--- src/hdl/base64_stream_encoder_defines.svh ---
// ----------------------------------------------------------------------------
// base64 stream encoder assertion macros
// Concurrent assertion wrappers, compiled out when NO_ASSERTIONS is defined.
// ----------------------------------------------------------------------------
`ifndef BASE64_STREAM_ENCODER_DEFINES_SVH
`define BASE64_STREAM_ENCODER_DEFINES_SVH

`ifndef NO_ASSERTIONS

// same-cycle implication
`define B64E_ASSERT_IMP(lbl, clk, rst_n, ante, cons) \
    lbl: assert property (@(posedge clk) disable iff (!(rst_n)) (ante) |-> (cons)) \
        else $error("b64e assertion failed");

// next-cycle implication
`define B64E_ASSERT_NXT(lbl, clk, rst_n, ante, cons) \
    lbl: assert property (@(posedge clk) disable iff (!(rst_n)) (ante) |=> (cons)) \
        else $error("b64e assertion failed");

`else

`define B64E_ASSERT_IMP(lbl, clk, rst_n, ante, cons)
`define B64E_ASSERT_NXT(lbl, clk, rst_n, ante, cons)

`endif

`endif

--- src/hdl/b64e_pkg.sv ---
// ----------------------------------------------------------------------------
// b64e_pkg
// Types, constants and the sextet-to-character map of the base64 encoder.
// ----------------------------------------------------------------------------
package b64e_pkg;

    localparam logic [7:0] PAD_CHAR = 8'h3D;  // '='
    localparam logic [1:0] LAST_IDX = 2'd3;
    localparam int unsigned QUEUE_DEPTH = 2;

    typedef struct packed {
        logic [7:0] data_byte;
        logic       final_byte;
    } t_in_item;

    typedef struct packed {
        logic [7:0] out_char;
        logic       out_last;
    } t_out_item;

    // one closed group, missing bytes already zero-filled
    typedef struct packed {
        logic [23:0] bytes;
        logic [1:0]  count;   // bytes in the group, 1..3
        logic        fin;
    } t_group;

    typedef struct packed {
        logic full;
        logic empty;
    } t_queue_status;

    typedef struct packed {
        logic       busy;
        logic [1:0] out_idx;  // position in its group of the character on the output
    } t_back_status;

    function automatic logic [7:0] sextet_char(input logic [5:0] v);
        logic [7:0] r;
        r = 8'h00;
        case (v) inside
            [6'd0 : 6'd25]:  r = 8'h41 + {2'b00, v};
            [6'd26 : 6'd51]: r = 8'h61 + {2'b00, v} - 8'd26;
            [6'd52 : 6'd61]: r = 8'h30 + {2'b00, v} - 8'd52;
            6'd62:           r = 8'h2B;
            6'd63:           r = 8'h2F;
            default:         r = 8'h00;
        endcase
        return r;
    endfunction

endpackage

--- src/hdl/b64e_front.sv ---
// ----------------------------------------------------------------------------
// b64e_front
// Accepts bytes, holds an open group of up to two, and pushes closed groups.
// ----------------------------------------------------------------------------
module b64e_front (
    input  logic                   i_clk,
    input  logic                   i_rst_n,
    input  logic                   i_valid,
    output logic                   o_ready,
    input  b64e_pkg::t_in_item     i_in,
    input  b64e_pkg::t_queue_status i_q_status,
    output logic                   o_push,
    output b64e_pkg::t_group       o_group
);

    logic [7:0] r_held_first, n_held_first;
    logic [7:0] r_held_second, n_held_second;
    logic [1:0] r_held_count, n_held_count;
    logic [1:0] w_n;
    logic [1:0] w_n1;
    logic       w_accept;
    logic       w_close;

    assign o_ready  = !i_q_status.full;
    assign w_accept = i_valid && o_ready;
    // a count of three cannot arise; treat it as an empty group
    assign w_n      = (r_held_count == 2'd3) ? 2'd0 : r_held_count;
    assign w_n1     = w_n + 2'd1;
    assign w_close  = (w_n1 == 2'd3) || i_in.final_byte;
    assign o_push   = w_accept && w_close;

    always_comb begin
        o_group.count = w_n1;
        o_group.fin   = i_in.final_byte;
        case (w_n1)
            2'd1:    o_group.bytes = {i_in.data_byte, 16'h0000};
            2'd2:    o_group.bytes = {r_held_first, i_in.data_byte, 8'h00};
            2'd3:    o_group.bytes = {r_held_first, r_held_second, i_in.data_byte};
            default: o_group.bytes = 24'h000000;
        endcase
    end

    always_comb begin
        n_held_first  = r_held_first;
        n_held_second = r_held_second;
        n_held_count  = r_held_count;
        if (w_accept) begin
            if (w_n == 2'd0) begin
                n_held_first = i_in.data_byte;
            end else if (w_n == 2'd1) begin
                n_held_second = i_in.data_byte;
            end
            n_held_count = w_close ? 2'd0 : w_n1;
        end
    end

    always_ff @(posedge i_clk) begin
        if (!i_rst_n) begin
            r_held_first  <= 8'h00;
            r_held_second <= 8'h00;
            r_held_count  <= 2'd0;
        end else begin
            r_held_first  <= n_held_first;
            r_held_second <= n_held_second;
            r_held_count  <= n_held_count;
        end
    end

endmodule

--- src/hdl/b64e_queue.sv ---
// ----------------------------------------------------------------------------
// b64e_queue
// Two-entry queue of closed groups between the front and the back.
// ----------------------------------------------------------------------------
module b64e_queue (
    input  logic                    i_clk,
    input  logic                    i_rst_n,
    input  logic                    i_push,
    input  b64e_pkg::t_group        i_group,
    input  logic                    i_pop,
    output b64e_pkg::t_group        o_group,
    output b64e_pkg::t_queue_status o_status
);

    localparam int unsigned PTR_W = $clog2(b64e_pkg::QUEUE_DEPTH);
    localparam int unsigned CNT_W = $clog2(b64e_pkg::QUEUE_DEPTH + 1);

    b64e_pkg::t_group r_mem [b64e_pkg::QUEUE_DEPTH];
    logic [PTR_W-1:0] r_wr_ptr, n_wr_ptr;
    logic [PTR_W-1:0] r_rd_ptr, n_rd_ptr;
    logic [CNT_W-1:0] r_count, n_count;
    logic             w_push;
    logic             w_pop;

    assign o_status.full  = (r_count == CNT_W'(b64e_pkg::QUEUE_DEPTH));
    assign o_status.empty = (r_count == '0);
    assign w_push  = i_push && !o_status.full;
    assign w_pop   = i_pop && !o_status.empty;
    assign o_group = r_mem[r_rd_ptr];

    always_comb begin
        n_wr_ptr = w_push ? r_wr_ptr + PTR_W'(1) : r_wr_ptr;
        n_rd_ptr = w_pop ? r_rd_ptr + PTR_W'(1) : r_rd_ptr;
        n_count  = r_count;
        if (w_push && !w_pop) begin
            n_count = r_count + CNT_W'(1);
        end else if (w_pop && !w_push) begin
            n_count = r_count - CNT_W'(1);
        end
    end

    always_ff @(posedge i_clk) begin
        if (w_push) begin
            r_mem[r_wr_ptr] <= i_group;
        end
    end

    always_ff @(posedge i_clk) begin
        if (!i_rst_n) begin
            r_wr_ptr <= '0;
            r_rd_ptr <= '0;
            r_count  <= '0;
        end else begin
            r_wr_ptr <= n_wr_ptr;
            r_rd_ptr <= n_rd_ptr;
            r_count  <= n_count;
        end
    end

endmodule

--- src/hdl/b64e_back.sv ---
// ----------------------------------------------------------------------------
// b64e_back
// Takes one group at a time and sends its four characters through an
// output register, one per cycle while the output is not stalled.
// ----------------------------------------------------------------------------
module b64e_back (
    input  logic                    i_clk,
    input  logic                    i_rst_n,
    input  b64e_pkg::t_queue_status i_q_status,
    input  b64e_pkg::t_group        i_group,
    output logic                    o_pop,
    output logic                    o_valid,
    input  logic                    i_ready,
    output b64e_pkg::t_out_item     o_out,
    output b64e_pkg::t_back_status  o_status
);

    b64e_pkg::t_group    r_group, n_group;
    logic                r_busy, n_busy;
    logic [1:0]          r_idx, n_idx;
    logic                r_out_valid, n_out_valid;
    b64e_pkg::t_out_item r_out, n_out;
    logic [1:0]          r_out_idx, n_out_idx;
    logic                w_can_load;
    logic [5:0]          w_sextet;
    b64e_pkg::t_out_item w_char;

    assign w_can_load = !r_out_valid || i_ready;
    assign o_pop = !i_q_status.empty
                   && (!r_busy || ((r_idx == b64e_pkg::LAST_IDX) && w_can_load));

    always_comb begin
        case (r_idx)
            2'd0:    w_sextet = r_group.bytes[23:18];
            2'd1:    w_sextet = r_group.bytes[17:12];
            2'd2:    w_sextet = r_group.bytes[11:6];
            2'd3:    w_sextet = r_group.bytes[5:0];
            default: w_sextet = 6'd0;
        endcase
        // positions whose index exceeds count are padding
        w_char.out_char = (r_idx <= r_group.count) ? b64e_pkg::sextet_char(w_sextet)
                                                   : b64e_pkg::PAD_CHAR;
        w_char.out_last = r_group.fin && (r_idx == b64e_pkg::LAST_IDX);
    end

    always_comb begin
        n_group     = r_group;
        n_busy      = r_busy;
        n_idx       = r_idx;
        n_out       = r_out;
        n_out_idx   = r_out_idx;
        n_out_valid = r_out_valid && !i_ready;
        if (r_busy && w_can_load) begin
            n_out       = w_char;
            n_out_idx   = r_idx;
            n_out_valid = 1'b1;
            n_idx       = r_idx + 2'd1;
            if (r_idx == b64e_pkg::LAST_IDX) begin
                n_busy = 1'b0;
            end
        end
        if (o_pop) begin
            n_group = i_group;
            n_busy  = 1'b1;
            n_idx   = 2'd0;
        end
    end

    always_ff @(posedge i_clk) begin
        r_group   <= n_group;
        r_idx     <= n_idx;
        r_out     <= n_out;
        r_out_idx <= n_out_idx;
    end

    always_ff @(posedge i_clk) begin
        if (!i_rst_n) begin
            r_busy      <= 1'b0;
            r_out_valid <= 1'b0;
        end else begin
            r_busy      <= n_busy;
            r_out_valid <= n_out_valid;
        end
    end

    assign o_valid          = r_out_valid;
    assign o_out            = r_out;
    assign o_status.busy    = r_busy;
    assign o_status.out_idx = r_out_idx;

endmodule

--- src/hdl/base64_stream_encoder.sv ---
// ----------------------------------------------------------------------------
// base64_stream_encoder
// Standard base64 encoder: bytes in, characters out, '=' padding on a
// partial final group.
// ----------------------------------------------------------------------------
// channel   direction  handshake            payload
// in        input      i_valid / o_ready    i_in  (data_byte, final_byte)
// out       output     o_valid / i_ready    o_out (out_char, out_last)
//
// a byte is taken every cycle while the two-group queue has room
// each closed group leaves as four characters on consecutive cycles unless
// the output stalls, so the single-character output sets the sustained rate
// first character of a group goes via the queue, group and output registers
// synchronous active-low reset empties the open group, queue and output
// an output stall fills the queue, then drops o_ready
// ----------------------------------------------------------------------------
`include "base64_stream_encoder_defines.svh"

module base64_stream_encoder (
    input  logic                i_clk,
    input  logic                i_rst_n,
    input  logic                i_valid,
    output logic                o_ready,
    input  b64e_pkg::t_in_item  i_in,
    output logic                o_valid,
    input  logic                i_ready,
    output b64e_pkg::t_out_item o_out
);

    logic                    w_push;
    logic                    w_pop;
    b64e_pkg::t_group        w_push_group;
    b64e_pkg::t_group        w_head_group;
    b64e_pkg::t_queue_status w_q_status;
    b64e_pkg::t_back_status  w_back_status;

    b64e_front u_front (
        .i_clk      (i_clk),
        .i_rst_n    (i_rst_n),
        .i_valid    (i_valid),
        .o_ready    (o_ready),
        .i_in       (i_in),
        .i_q_status (w_q_status),
        .o_push     (w_push),
        .o_group    (w_push_group)
    );

    b64e_queue u_queue (
        .i_clk    (i_clk),
        .i_rst_n  (i_rst_n),
        .i_push   (w_push),
        .i_group  (w_push_group),
        .i_pop    (w_pop),
        .o_group  (w_head_group),
        .o_status (w_q_status)
    );

    b64e_back u_back (
        .i_clk      (i_clk),
        .i_rst_n    (i_rst_n),
        .i_q_status (w_q_status),
        .i_group    (w_head_group),
        .o_pop      (w_pop),
        .o_valid    (o_valid),
        .i_ready    (i_ready),
        .o_out      (o_out),
        .o_status   (w_back_status)
    );

    // no group is pushed into a full queue
    `B64E_ASSERT_IMP(a_no_overflow, i_clk, i_rst_n, w_push, !w_q_status.full)
    // the last flag rides only on the fourth character of a group
    `B64E_ASSERT_IMP(a_last_on_fourth, i_clk, i_rst_n, o_valid && o_out.out_last,
        w_back_status.out_idx == b64e_pkg::LAST_IDX)
    // padding can only fill the third or fourth position
    `B64E_ASSERT_IMP(a_pad_position, i_clk, i_rst_n,
        o_valid && (o_out.out_char == b64e_pkg::PAD_CHAR),
        (w_back_status.out_idx == 2'd2) || (w_back_status.out_idx == 2'd3))
    // a character taken mid-group is followed by the next one of the group
    `B64E_ASSERT_NXT(a_group_continues, i_clk, i_rst_n,
        o_valid && i_ready && (w_back_status.out_idx != b64e_pkg::LAST_IDX),
        o_valid && (w_back_status.out_idx == $past(w_back_status.out_idx) + 2'd1))

endmodule
--- config.mk ---
export PLATFORM = sky130hd
export DESIGN_NAME = base64_stream_encoder
export DESIGN_NICKNAME = d
export VERILOG_FILES = /design/src/hdl/b64e_pkg.sv /design/src/hdl/b64e_front.sv /design/src/hdl/b64e_queue.sv /design/src/hdl/b64e_back.sv /design/src/hdl/base64_stream_encoder.sv
export VERILOG_INCLUDE_DIRS = /design/src /design/src/hdl
export SDC_FILE = /design/constraint.sdc
export NUM_CORES = 1
export LEC_CHECK = 0
export ABC_AREA = 1
export ABC_CLOCK_PERIOD_IN_PS = 7900
export BUFFER_PORTS_ARGS = -buffer_cell sky130_fd_sc_hd__buf_2
export CAP_MARGIN = 5
export CORE_ASPECT_RATIO = 0.8
export CORE_UTILIZATION = 35
export DETAILED_ROUTE_END_ITERATION = 12
export GPL_TIMING_DRIVEN = 0
export PLACE_DENSITY = 0.58
export SYNTH_ARGS = -nofsm -noshare
export SYNTH_HDL_FRONTEND = slang
export SYNTH_SLANG_ARGS = --single-unit
--- constraint.sdc ---
create_clock -name i_clk -period 7.9 [get_ports i_clk]
set_input_delay 0.79 -clock i_clk [delete_from_list [all_inputs] [get_ports i_clk]]
set_output_delay 0.79 -clock i_clk [all_outputs]
set_load 0.02 [all_outputs]
After elaboration in Yosys (flattened, before gate mapping)
Memories as Yosys holds them, arrays and structs flattened. A register that Yosys moved wholly into a read port is not among the register bits. Index checks and enable logic that the tools add are counted.

Flip-flop bits (word level): 35. Bits in writable memories: 54. Bits of input ports: 13. Logic and storage cells: 92. Memories: 1.

Add/sub/neg operators: 11. Magnitude comparators: 7. Equality and inequality tests: 11. Muxes and demuxes: 17. Bitwise gates (word level): 1. Reductions and logical operators: 33.

Memory list: u_queue.r_mem (depth 2, bits a word 27, read ports 1, clocked after memory_dff 1, wr ports 1, RTL line b64e_queue.sv:18) `b64e_pkg::t_group r_mem [b64e_pkg::QUEUE_DEPTH];`.

Operators with widths (count): one-hot mux 24 bit (3 select lines) (1); two-way mux 8 bit (4); one-hot mux 6 bit (4 select lines) (1); adder 7 x 6 -> 8 bit (first input constant) (2); logical AND 1 bit (14); equality test 2 bit (second input constant) (6); equality test 6 bit (second input constant) (2); <= comparator 6 bit (second input constant) (2); two-way mux 2 bit (4); subtractor 8 x 5 -> 8 bit (second input constant) (1); subtractor 8 x 6 -> 8 bit (second input constant) (1); adder 6 x 6 -> 7 bit (first input constant) (1); zero test 1 bit (7); adder 2 x 1 -> 2 bit (second input constant) (3); equality test 2 x 1 -> 1 bit (second input constant) (3); >= comparator 6 x 1 -> 1 bit (second input constant) (1); >= comparator 6 x 5 -> 1 bit (second input constant) (1); >= comparator 6 bit (second input constant) (1); <= comparator 6 x 5 -> 1 bit (second input constant) (1); zero test 2 bit (3); two-way mux 1 bit (6); two-way mux 6 bit (1); nonzero test 2 bit (3); AND reduction 2 bit (2); 6 further kinds (9).

Logic depth before layout (Yosys ltp)
Depth in word-level cells: 11. Gate-level depth with buffers: 19. Mapped depth without buffers: 18.

Cells and area by module
A second synthesis with hierarchy kept.

Cell total of the unflattened synthesis: 551. Area total of the unflattened synthesis: 5778.0 um^2.

Modules (own cells, without submodules): b64e_back (times used 1, cells each 233, area an instance 2311.0 um^2); b64e_queue (times used 1, cells each 122, area an instance 2297.2 um^2); b64e_front (times used 1, cells each 196, area an instance 1169.9 um^2).

Worst setup path after synthesis
No wires, ideal clock.

Kind: input-to-reg. Start point: in i_ready. End point: reg u_queue.r_count[1]. Library setup time: 0.122 ns. Arrival: 3.434 ns. Slack: 4.344 ns. Stages: 10. Cell sequence: inv_1 > nand2_1 > a21oi_1 > a21oi_1 > inv_1 > ha_1 > a21oi_1 > o21ai_0 > o21ai_0 > a21oi_1.

Longest elaborated chain between the ends: 8. Elaborated cells between the ends (all ways): 10. Those cells by class: mux (1); reduce/logical (9).

RTL lines: from (decl) (RTL line base64_stream_encoder.sv:26) `input logic i_ready,`; logical OR 1 bit * (RTL line b64e_back.sv:28) `assign w_can_load = !r_out_valid || i_ready;`; logical AND 1 bit * (RTL line b64e_back.sv:30) `&& (!r_busy || ((r_idx == b64e_pkg::LAST_IDX) && w_can_load));`; logical OR 1 bit * (RTL line b64e_back.sv:30); logical AND 1 bit * (RTL line b64e_back.sv:30); logical AND 1 bit * (RTL line b64e_queue.sv:28) `assign w_pop = i_pop && !o_status.empty;`; zero test 1 bit (RTL line b64e_queue.sv:35) `if (w_push && !w_pop) begin`; logical AND 1 bit (RTL line b64e_queue.sv:35); two-way mux 2 bit or nonzero test 2 bit (tied branches); to (signal assigned) (RTL line b64e_queue.sv:56) `r_count <= n_count;`; to (decl) (RTL line b64e_queue.sv:21) `logic [CNT_W-1:0] r_count, n_count;`.

Every way passes the cells marked *; elsewhere a longest branch is shown, timed or not. A chain may end at the register's enable or synchronous reset.

Final worst setup path
Start point: reg u_back.r_idx[0]. End point: reg u_back.r_out (netlist bit u_back.o_out[1]) (data pin).

Longest elaborated chain between the ends: 8. Elaborated cells between the ends (all ways): 27. Those cells by class: add/sub (5); order compare (7); eq/ne (5); mux (6); reduce/logical (4).

RTL lines: from (decl) (RTL line b64e_back.sv:20) `logic [1:0] r_idx, n_idx;`; from (signal assigned) (RTL line b64e_back.sv:71) `r_idx <= n_idx;`; parallel branches: the longest is 8 deep, another holds subtractor 8 x 6 -> 8 bit; to (signal assigned) (RTL line b64e_back.sv:72) `r_out <= n_out;`; to (decl) (RTL line b64e_back.sv:22) `b64e_pkg::t_out_item r_out, n_out;`.

Several ways; the timed one is not identified.

==> out/metrics.cfg <==
[status]
status = complete, no violations

[layout]
fin_cells = 870
area_delta_synth_final_pct = 17.5
nets = 674
diodes = 0
final_area_um2 = 6610
drive_above_1_share_pct = 13.9
fillers = 1539
utilization_pct = 42.0

[yosys]
netlist_top_cells_count = 204 x nand2_1, 90 x edfxtp_1, 72 x inv_1, 39 x a21oi_1
yosys_register_bits = 116
netlist_instances = 599
synth_warnings = 0
yosysTopAreaCell = edfxtp_1
async_flop_share_pct = 0
ys_seq_area_share_pct = 57.3
syn_area_um2 = 5620
syn_nets = 631
synthTopCellsByArea = edfxtp_1 48%, nand2_1 14%, dfxtp_1 9.3%
synth.distinct_cells = 37
synth_ff_type = edfxtp_1
synth.most_common_cell = nand2_1
yosysTopAreaCellShare_pct = 48.1
synth_area_per_cell_um2 = 9.39
synth_edf_count = 90

[route]
postRouteAntennaNets = 0
drc = 0
vias = 3917
drt_iter0_markers = 228
routed_wl_mm = 11.4
vias_per_cell = 4.50
wl_per_cell_um = 13.1
first_pass_iters = 5

[placement]
place_inst = 838
gp_congestion = 0.875
port-buffer-count = 23
place_hpwl_mm = 8.12
post_dp_cell_area_um2 = 6040

[clock_network]
clockRootBuffer = clkbuf_16
cts_buffers = 17
post_cts_resized = 0
clockBufferDepth = 2
cts_hold_buffers = 0
postCtsSetupBuffers = 0
clk_pin_slew_ns = 0.05
cts.sink_count = 116
cts_tree = built
clock_latency_ns = 0.41
ctsHtreeMaxLevel = 4

[worst_setup_path]
end_kind = flop
worstSetupStartpointType = flop
crit_type = flop to flop
cp_data_arrival_time_ns = 3.08
crit_required_ns = 8.06
crit_fanout = 10

[timing]
rsz0062_at_grt = false
final.setup.tns_ns = 0
fmaxAchievable_mhz = 343
post-route-min-period_ns = 2.91
worst_pin_slew_ns = 1.13
hold_viol_final = 0
skew_ns = 0.00431
finalCritPeriodShare_pct = 36.9
max_slew_margin_pct = 25.0
whs_ns = 0.452
drv_slew = 0
setup_viol = 0

[global_route]
grt_pass1_vias = 3852
gr-total-overflow = 0
met2_usage_pct = 25.0
antenna_found_initial = 0
grt_max_degree = 32
track_usage_pct = 15.4
busiest_layer = met2
grt_first_pass_wirelength_mm = 19.1
grt_use_met1_pct = 19.5
grtUsageMet3_pct = 4.25

[floorplan]
dieWidth_um = 144
fp-row-count = 41
initial_utilization_pct = 35.7
io_pins = 24
dieArea_um2 = 16600
core_um2 = 15700
fp.dieH_um = 115

[pwr]
ir_worst_vdd_mv = 0.235
power_leakage_uw = 0.00282
powerDensity_nw_per_um2 = 495

[job]
cap_violations = 0

[worst_hold_path]
min_path_type = flop to flop

worst paths after layout:
kind	from	to	slack, ns	depth (start not counted)
max reg2reg	u_back.r_idx[0]$_SDFFE_PP0P_	u_back.o_out[1]$_SDFFCE_PN1P_	4.99	15
min	u_front.r_held_first[5]$_SDFFE_PN0P_	u_front.r_held_first[5]$_SDFFE_PN0P_	0.45	2
max	u_back.r_idx[0]$_SDFFE_PP0P_	u_back.o_out[1]$_SDFFCE_PN1P_	4.99	15
min reg2reg	u_front.r_held_first[5]$_SDFFE_PN0P_	u_front.r_held_first[5]$_SDFFE_PN0P_	0.45	2
power breakdown:
| part | internal, µW | leakage, µW | total (µW) | switching, µW |
|---|---|---|---|---|
| combinational | 519 | 0.00149 | 1570 | 1050 |
| sequential | 916 | 0.00106 | 967 | 51.0 |
| clock | 461 | 0.000271 | 739 | 279 |
| total | 1900 | 0.00282 | 3270 | 1380 |
cells in the final DEF (no fill, tap or decap), drive strengths merged:
master	instances
a31oi	1
inv	76
xor2	6
a22oi	1
o22ai	1
a2111oi	1
clkinv	9
o21bai	2
dfxtp	26
buf	29
nor2	36
ha	19
o21ai	32
clkbuf	30
nand4	3
nand2	218
edfxtp	90
nand3	28
or2	1
a21oi	39
clkinvlp	3
a211oi	1
nor3	1
bufinv	2
logic make-up (layout without fill, tap and decap cells):
kind of cell	after synthesis	after routing	share of synthesized area, %
flip-flops	116	116	57.3
XOR/XNOR	6	6	0.935
AND/OR/NAND/NOR	287	287	22.8
AO/OA/AOI/OAI	78	78	7.90
adder cells (fa/ha/maj)	19	19	4.23
buffers and inverters	93	149	6.79
stage by stage:
stage	worst slack, ns	total power [µW]
after floorplan	4.34	2200
after global placement	3.42	2500
after detailed placement	4.83	2550
after CTS	4.96	3290
after global routing	4.70	3550
final	4.99	3270
sequential cells by signal, summed over array words and instances (netlist names):
register               flops
u_queue.r_mem             54
u_back.o_out               9
u_front.r_held_first       8
u_front.r_held_count       2
u_queue.r_rd_ptr           1
u_back.r_group            27
u_queue.r_count            2
u_queue.r_wr_ptr           1
u_back.o_valid             1
u_front.r_held_second      8
u_back.r_idx               2
u_back.r_busy              1
routing by layer:
| layer | up-vias | wire (µm) |
|---|---|---|
| met1 | 1794 | 5410 |
| met4 | 0 | 159 |
| met2 | 82 | 5360 |
| met3 | 12 | 502 |
| met5 | - | 0 |
| li1 | 2029 | - |
final cells by class:
cell class	count	area, µm²	area share, %
Sequential cell	116	3220	48.8
Multi-Input combinational cell	390	2040	30.8
Clock buffer	18	429	6.49
Inverter	76	285	4.32
Tap cell	215	269	4.07
Clock inverter	14	136	2.06
Timing Repair Buffer	24	130	1.97
Buffer	17	96.3	1.46
critical path: stages, from the launching register on:
cell	delay (ns)
dfxtp_1	0.40
inv_1	0.10
ha_1	0.23
inv_2	0.08
buf_12	0.14
nor2_1	0.05
nor2_1	0.42
inv_1	0.20
ha_1	0.28
nor2_1	0.12
nand4_1	0.11
nand2_2	0.12
buf_6	0.14
nand2_2	0.06
a21oi_1	0.13
nand2_1	0.07
Note: power is estimated with default switching activity, not from simulation.
